==> src/sv/gtsa_pkg.sv <==
// Package for the gated tanh-sigmoid activation.
// Holds the tanh knot table and shared widths; no dependencies.
`default_nettype none
package gtsa_pkg;

   localparam int unsigned TANH_IN_W  = 19;
   localparam int unsigned TANH_OUT_W = 17;
   localparam logic [TANH_OUT_W-1:0] ONE_Q16 = 17'd65536;
   localparam logic [3:0] KNOT_LAST = 4'd13;

   function automatic logic [TANH_OUT_W-1:0] tanh_knot(input logic [3:0] idx);
      logic [TANH_OUT_W-1:0] k;
      case (idx)
         4'd0:    k = 17'd0;
         4'd1:    k = 17'd30285;
         4'd2:    k = 17'd49912;
         4'd3:    k = 17'd59320;
         4'd4:    k = 17'd63179;
         4'd5:    k = 17'd64659;
         4'd6:    k = 17'd65212;
         4'd7:    k = 17'd65417;
         4'd8:    k = 17'd65492;
         4'd9:    k = 17'd65520;
         4'd10:   k = 17'd65530;
         4'd11:   k = 17'd65534;
         4'd12:   k = 17'd65535;
         default: k = 17'd65536;
      endcase
      return k;
   endfunction

endpackage
`default_nettype wire

==> src/sv/gated_tanh_sigmoid_activation_top.sv <==
// Gated tanh-sigmoid activation: h = 4*tanh(g/4)*sigmoid(g)*25*tanh(u/25).
// Accepts one transfer per cycle while the pipeline is not held by rsp_stall.
// Five register stages each with a valid bit; a stalled stage holds and
// empty stages still fill, so bubbles are squeezed out.
// Reset (synchronous) clears the valid bits only.
// Depends on gtsa_pkg and gtsa_tanh.
`default_nettype none
module gated_tanh_sigmoid_activation_top
   import gtsa_pkg::*;
#(
   parameter int FRAC_BITS = 16
) (
   input  wire logic               clock,
   input  wire logic               reset,
   input  wire logic               req_valid,
   output logic                    req_stall,
   input  wire logic signed [31:0] req_gate_value,
   input  wire logic signed [31:0] req_up_value,
   input  wire logic               req_vector_end_in,
   output logic                    rsp_valid,
   input  wire logic               rsp_stall,
   output logic signed [23:0]      rsp_activation_out,
   output logic                    rsp_vector_end_out
);

   localparam int SHL = (FRAC_BITS < 16) ? 16 - FRAC_BITS : 0;
   localparam int SHR = (FRAC_BITS > 16) ? FRAC_BITS - 16 : 0;
   localparam int HSH = 32 - FRAC_BITS;
   localparam longint LIM_RAW = longint'(100) << FRAC_BITS;
   localparam logic [40:0] LIM = (LIM_RAW > 8388607) ? 41'd8388607 : 41'(LIM_RAW);
   localparam logic [40:0] X_CAP = 41'd425984;
   localparam logic [40:0] U_CAP = 41'd10649600;
   localparam logic [24:0] RECIP25 = 25'd21474837;

   logic v1_ff, v2_ff, v3_ff, v4_ff, v5_ff;
   logic adv1, adv2, adv3, adv4, adv5;

   assign adv5 = !v5_ff || !rsp_stall;
   assign adv4 = !v4_ff || adv5;
   assign adv3 = !v3_ff || adv4;
   assign adv2 = !v2_ff || adv3;
   assign adv1 = !v1_ff || adv2;
   assign req_stall = !adv1;

   // stage 1: magnitude, format, clamp
   logic        gneg, uneg;
   logic [32:0] gabs, uabs;
   logic [40:0] gm, um, g4, g2;
   logic [18:0] x4_in, x2_in;
   logic [23:0] uc_in;
   logic [18:0] x4_ff, x2_ff;
   logic [23:0] uc_ff;
   logic        gneg1_ff, hneg1_ff, end1_ff;

   always_comb begin
      gneg  = req_gate_value[31];
      uneg  = req_up_value[31];
      gabs  = gneg ? 33'h1_0000_0000 - {1'b0, req_gate_value} : {1'b0, req_gate_value};
      uabs  = uneg ? 33'h1_0000_0000 - {1'b0, req_up_value} : {1'b0, req_up_value};
      gm    = (41'(gabs) << SHL) >> SHR;
      um    = (41'(uabs) << SHL) >> SHR;
      g4    = gm >> 2;
      g2    = gm >> 1;
      x4_in = (g4 > X_CAP) ? X_CAP[18:0] : g4[18:0];
      x2_in = (g2 > X_CAP) ? X_CAP[18:0] : g2[18:0];
      uc_in = (um > U_CAP) ? U_CAP[23:0] : um[23:0];
   end

   always_ff @(posedge clock) begin
      if (reset) begin
         v1_ff <= 1'b0;
      end else if (adv1) begin
         v1_ff <= req_valid;
      end
      if (adv1) begin
         x4_ff    <= x4_in;
         x2_ff    <= x2_in;
         uc_ff    <= uc_in;
         gneg1_ff <= gneg;
         hneg1_ff <= gneg ^ uneg;
         end1_ff  <= req_vector_end_in;
      end
   end

   // stage 2: gate tanh values, up divided by 25
   logic [16:0] t4_in, th_in;
   logic [48:0] qprod;
   logic [16:0] t4_ff, th_ff;
   logic [18:0] qu_ff;
   logic        gneg2_ff, hneg2_ff, end2_ff;

   gtsa_tanh u_tanh_g4 (.x(x4_ff), .y(t4_in));
   gtsa_tanh u_tanh_g2 (.x(x2_ff), .y(th_in));
   assign qprod = 49'(uc_ff) * 49'(RECIP25);

   always_ff @(posedge clock) begin
      if (reset) begin
         v2_ff <= 1'b0;
      end else if (adv2) begin
         v2_ff <= v1_ff;
      end
      if (adv2) begin
         t4_ff    <= t4_in;
         th_ff    <= th_in;
         qu_ff    <= qprod[47:29];
         gneg2_ff <= gneg1_ff;
         hneg2_ff <= hneg1_ff;
         end2_ff  <= end1_ff;
      end
   end

   // stage 3: sigmoid, gate product, up tanh
   logic [17:0] sum;
   logic [16:0] sig;
   logic [33:0] aprod;
   logic [16:0] t25;
   logic [21:0] t25x_in;
   logic [18:0] amag_ff;
   logic [21:0] t25x_ff;
   logic        hneg3_ff, end3_ff;

   gtsa_tanh u_tanh_u (.x(qu_ff), .y(t25));

   always_comb begin
      sum     = gneg2_ff ? 18'(ONE_Q16) - 18'(th_ff) : 18'(ONE_Q16) + 18'(th_ff);
      sig     = sum[17:1];
      aprod   = 34'(t4_ff) * 34'(sig);
      t25x_in = (22'(t25) << 4) + (22'(t25) << 3) + 22'(t25);
   end

   always_ff @(posedge clock) begin
      if (reset) begin
         v3_ff <= 1'b0;
      end else if (adv3) begin
         v3_ff <= v2_ff;
      end
      if (adv3) begin
         amag_ff  <= aprod[32:14];
         t25x_ff  <= t25x_in;
         hneg3_ff <= hneg2_ff;
         end3_ff  <= end2_ff;
      end
   end

   // stage 4: final product
   logic [40:0] hprod_ff;
   logic        hneg4_ff, end4_ff;

   always_ff @(posedge clock) begin
      if (reset) begin
         v4_ff <= 1'b0;
      end else if (adv4) begin
         v4_ff <= v3_ff;
      end
      if (adv4) begin
         hprod_ff <= 41'(amag_ff) * 41'(t25x_ff);
         hneg4_ff <= hneg3_ff;
         end4_ff  <= end3_ff;
      end
   end

   // stage 5: scale, saturate, apply sign
   logic [40:0] hmag;
   logic [23:0] hsat;
   logic [23:0] res_in;
   logic [23:0] res_ff;
   logic        end5_ff;

   always_comb begin
      hmag   = hprod_ff >> HSH;
      hsat   = (hmag > LIM) ? LIM[23:0] : hmag[23:0];
      res_in = hneg4_ff ? 24'd0 - hsat : hsat;
   end

   always_ff @(posedge clock) begin
      if (reset) begin
         v5_ff <= 1'b0;
      end else if (adv5) begin
         v5_ff <= v4_ff;
      end
      if (adv5) begin
         res_ff  <= res_in;
         end5_ff <= end4_ff;
      end
   end

   assign rsp_valid          = v5_ff;
   assign rsp_activation_out = signed'(res_ff);
   assign rsp_vector_end_out = end5_ff;

endmodule
`default_nettype wire

==> src/sv/gtsa_tanh.sv <==
// Piecewise-linear tanh of an unsigned Q16 magnitude, knots every 0.5.
// Uses gtsa_pkg for the knot table.
`default_nettype none
module gtsa_tanh
   import gtsa_pkg::*;
(
   input  wire logic [TANH_IN_W-1:0]  x,
   output logic      [TANH_OUT_W-1:0] y
);

   logic [3:0]  idx;
   logic [14:0] frac;
   logic [16:0] t0;
   logic [16:0] t1;
   logic [14:0] diff;
   logic [29:0] prod;

   always_comb begin
      idx  = x[18:15];
      frac = x[14:0];
      t0   = tanh_knot(idx);
      t1   = tanh_knot(idx + 4'd1);
      diff = 15'(t1 - t0);
      prod = 30'(diff) * 30'(frac);
      if (idx >= KNOT_LAST) begin
         y = ONE_Q16;
      end else begin
         y = t0 + 17'(prod[29:15]);
      end
   end

endmodule
`default_nettype wire

==> config.mk <==
export PLATFORM = sky130hd
export DESIGN_NAME = gated_tanh_sigmoid_activation_top
export DESIGN_NICKNAME = d
export VERILOG_FILES = /design/src/sv/gtsa_pkg.sv /design/src/sv/gated_tanh_sigmoid_activation_top.sv /design/src/sv/gtsa_tanh.sv
export SDC_FILE = /design/constraint.sdc
export NUM_CORES = 2
export LEC_CHECK = 0
export BUFFER_PORTS_ARGS = -buffer_cell sky130_fd_sc_hd__buf_4
export CAP_MARGIN = 20
export CORE_MARGIN = 10
export CORE_UTILIZATION = 43
export CTS_CLUSTER_DIAMETER = 50
export DETAILED_ROUTE_END_ITERATION = 12
export RECOVER_POWER = 25
export SETUP_SLACK_MARGIN = 0.4
export SLEW_MARGIN = 20
export SYNTH_ARGS = -nofsm -noshare
export SYNTH_HDL_FRONTEND = slang
export SYNTH_SLANG_ARGS = --single-unit
==> constraint.sdc <==
create_clock -name clock -period 16.2 [get_ports clock]
set_input_delay 2.43 -clock clock [delete_from_list [all_inputs] [get_ports clock]]
set_output_delay 2.43 -clock clock [all_outputs]
set_load 0.02 [all_outputs]
==> run_results.csv <==
group,metric,value,unit
outcome,run_status,"finished, violations left",
outcome,failed_checks,"max-capacitance violations, max-slew violations",
clock_tree,cts_inserted_buffers,40,
logic_synthesis,synth_edf_count,216,
cells_and_area,post_route_cells_drive_above_1_share,4.37,%
critical_path,critical_path_required_time,16.58,ns
critical_path,worst-r2r-setup-slack,1.63,ns
timing,final.setup_skew,0.0696,ns
critical_path,critPathTopFamily,"adder cells",
clock_tree,ctsHtreeMaxLevel,2,
logic_synthesis,number_of_nets_produced_by_synthesis,9828,
critical_path,arrival,14.95,ns
clock_tree,clock-sinks,266,
clock_tree,post-cts-setup-buffer-count,0,
cells_and_area,leading_cell_type_in_the_layout_fill_and_taps_excluded,"sky130_fd_sc_hd__inv_1",
floorplan,die_height,423,um
clock_tree,number_of_buffers_on_the_longest_clock_path,3,
placed_design,i_o_buffers,95,
drt,drt_iter0_drc,2696,
critical_path,reg2regPathDepth,59,
critical_path,worstPathBufferInverterCount,8,
drt,firstDrtPassIters,6,
placed_design,dp_wirelength,136,mm
logic_synthesis,number_of_warnings_issued_by_yosys,0,
drt,avgRoutedWirePerCell,17.0,um
logic_synthesis,synth-adder-area-share,52.7,%
floorplan,floorplan.rows,147,
drt,route.final.wire_length,166,mm
drt,via_count,50000,
timing,timing_worst_slew_pin_value,2.11,ns
logic_synthesis,yosys-mux-area-fraction,0.620,%
global_routing,first_pass_grt_wire_length,278,mm
timing,finalMaxSlewViolations,114,
logic_synthesis,yosys.area_share.simple,15.4,%
run,drv_cap,3,
logic_synthesis,syn_inst,7582,
drt,drc,0,
logic_synthesis,synth_sequential_area_ratio,10.7,%
cells_and_area,layout.core_utilization,46.2,%
logic_synthesis,complex_gate_fraction_of_the_synthesized_area,7.04,%
critical_path,endpoint,"t25x_ff[21]",
critical_path,r2r-end,"t25x_ff[21]",
timing,grt_setup_unrepaired,"false",
timing,setup_total_negative_slack,0,ns
critical_path,critPathMaxFanout,15,
timing,hold_viol_final,0,
logic_synthesis,syn_area_per_cell,9.21,um2
logic_synthesis,async_reset_ff_share,0,%
floorplan,floorplan.initialDensity,43.4,%
global_routing,number_of_antenna_violations_at_the_first_check_in_global_routing,1,
critical_path,critical_path.max_stage_delay,0.68,ns
worst_hold_path,min-delay-path-class,"reg -> reg",
logic_synthesis,synth_top_family_by_area,"adder cells",
floorplan,number_of_i_o_pins,96,
cells_and_area,area.growth.synth_to_final,6.39,%
floorplan,fp.dieArea,179000,um2
logic_synthesis,synth.lib_cells_used.distinct,97,
logic_synthesis,mappedNetlistArea,69800,um2
timing,worst_slew_margin_rel,-40.6,%
critical_path,crit_path_end_kind,"flip-flop",
global_routing,globalRouteOverflowTotal,0,
critical_path,critical_path.reg2reg.startpoint,"qu_ff[15]",
critical_path,cell_at_the_slowest_stage_of_the_critical_path,"sky130_fd_sc_hd__o311ai_0",
cells_and_area,mostFrequentLayoutCells,"sky130_fd_sc_hd__inv_1 (1613), sky130_fd_sc_hd__fa_1 (1278), sky130_fd_sc_hd__nand2_1 (1006)",
critical_path,setup.worst_path.start_class,"flip-flop",
global_routing,grtUsageTotal,18.7,%
critical_path,worstSetupPathType,"reg -> reg",
critical_path,timing.critical_path.depth,59,
clock_tree,number_of_gates_given_a_new_drive_strength_after_cts,0,
floorplan,core_region_area,161000,um2
cells_and_area,count_of_nets_after_finishing,9788,
drt,detail_route.vias_per_cell,5.13,
clock_tree,clk_latency,0.62,ns
clock_tree,ctsHoldBuffers,0,
timing,finalCriticalPeriod,14.57,ns
timing,finish_stage_setup_viols,0,
clock_tree,tritoncts,"done",
timing,layout_worst_path_cycle_share,89.9,%
floorplan,dieWidth,423,um
critical_path,crit_path_start,"qu_ff[15]",
drt,route.antenna.remaining_nets,0,
placed_design,gpl.final_weighted_congestion,0.898,
global_routing,first_global_vias,53400,
logic_synthesis,synth_xor_xnor_area_share,3.26,%
timing,max_freq,68.7,MHz
logic_synthesis,flip_flop_and_latch_count_after_synthesis,266,
logic_synthesis,synth-main-ff-cell,"sky130_fd_sc_hd__edfxtp_1",
global_routing,grt_start_max_net_pins,48,
clock_tree,clk_slew_on_worst_s_h_paths,0.05,ns
clock_tree,clockRootBuffer,"sky130_fd_sc_hd__clkbuf_16",
critical_path,crit_top_cell,"sky130_fd_sc_hd__fa_1",
cells_and_area,n_antenna_cell,0,
## routing by layer
layer | share of wire (%) | vias to the layer above | GRT usage [%]
li1 | - | 23500 | -
met1 | 45 | 25100 | 25.4
met2 | 48 | 1113 | 32.1
met3 | 4.4 | 205 | 2.00
met4 | 2.2 | 0 | 4.18
met5 | 0 | - | 0
## cells by family (layout without fill, tap and decap cells)
logic type | Yosys count | count (layout)
AOI/OAI and AO/OA | 711 | 711
xor gates and xnor gates | 258 | 258
adders and majority gates | 2177 | 2177
buffers and inverters | 1883 | 1875
DFF | 266 | 266
muxes | 40 | 40
and+or+nand+nor | 2247 | 2247
## sequential cells by signal, indices dropped and copies added (netlist names), 15 cells and up
name and count:
hprod_ff 25, rsp_activation_out 24, uc_ff 24, t25x_ff 22, amag_ff 19, qu_ff 19, x2_ff 19, x4_ff 19
t4_ff 17, th_ff 17, u_tanh_g2.t0 15, u_tanh_g4.t0 15, u_tanh_u.t0 15
## how the worst min path moves through the flow
stage	cells past startpoint	slack, ns	end	startpoint
3_5_place_dp	0	0.41	gneg2_ff	gneg1_ff
3_3_place_gp	0	0.40	end4_ff	end3_ff
6_report	0	0.42	gneg2_ff	gneg1_ff
4_1_cts	0	0.42	end4_ff	end3_ff
5_1_grt	0	0.43	gneg2_ff	gneg1_ff
2_1_floorplan	0	0.40	end2_ff	end1_ff
## cell type report
class | count | area [um2]
fillers | 15400 | 86600
repair buffers | 185 | 1370
clock inverters | 23 | 253
clock buffers | 51 | 1090
flip-flops and latches | 266 | 7490
inverters | 1616 | 6070
well taps | 2160 | 2700
multi-input cells | 5433 | 55300
## synth_stat cells, types with 12 or more instances
cell type                      n  area [um2]
sky130_fd_sc_hd__and2_1      400        2500
sky130_fd_sc_hd__nand3_1      62         310
sky130_fd_sc_hd__xnor2_1     154        1350
sky130_fd_sc_hd__nor3_1       78         390
sky130_fd_sc_hd__a31oi_1      31         194
sky130_fd_sc_hd__dfxtp_1      50        1000
sky130_fd_sc_hd__a21o_1       73         548
sky130_fd_sc_hd__clkbuf_1    245         920
sky130_fd_sc_hd__and3_1       40         250
sky130_fd_sc_hd__or4_1        12        90.1
sky130_fd_sc_hd__o211ai_1     16         120
sky130_fd_sc_hd__mux2i_1      23         230
sky130_fd_sc_hd__nor4_1       18         113
sky130_fd_sc_hd__o21ai_0     133         666
sky130_fd_sc_hd__a211oi_1     26         195
sky130_fd_sc_hd__nand4_1      24         150
sky130_fd_sc_hd__edfxtp_1    216        6490
sky130_fd_sc_hd__o2111ai_1    13         114
sky130_fd_sc_hd__o21bai_1     23         173
sky130_fd_sc_hd__nor2_1      281        1050
sky130_fd_sc_hd__nand2b_1     74         463
sky130_fd_sc_hd__nor2b_1     156         976
sky130_fd_sc_hd__nand2_1    1007        3780
sky130_fd_sc_hd__o41ai_1      16         140
sky130_fd_sc_hd__a21boi_0     17         128
sky130_fd_sc_hd__ha_1        899       11200
sky130_fd_sc_hd__or2_2        25         156
sky130_fd_sc_hd__xor2_1      102         893
sky130_fd_sc_hd__fa_1       1278       25600
sky130_fd_sc_hd__inv_1      1615        6060
sky130_fd_sc_hd__mux2_2       16         180
sky130_fd_sc_hd__a211o_1      12         105
sky130_fd_sc_hd__o21a_1       35         263
sky130_fd_sc_hd__or3_1        33         206
sky130_fd_sc_hd__o31ai_1      24         180
sky130_fd_sc_hd__a21oi_1     165         826
## per-stage QoR
stage,cells,setup WS (ns),area (um2),hold WS [ns]
global placement,9659,1.81,73000,0.401
floorplan,7582,3.46,69800,0.400
detailed placement,9659,1.63,73000,0.405
finish,9734,1.63,74300,0.417
global route,9734,0.450,74300,0.426
CTS,9733,1.59,74300,0.418
Power is not shown: default switching activity piles up to over one toggle a cycle in this logic, so the estimate is an artifact.
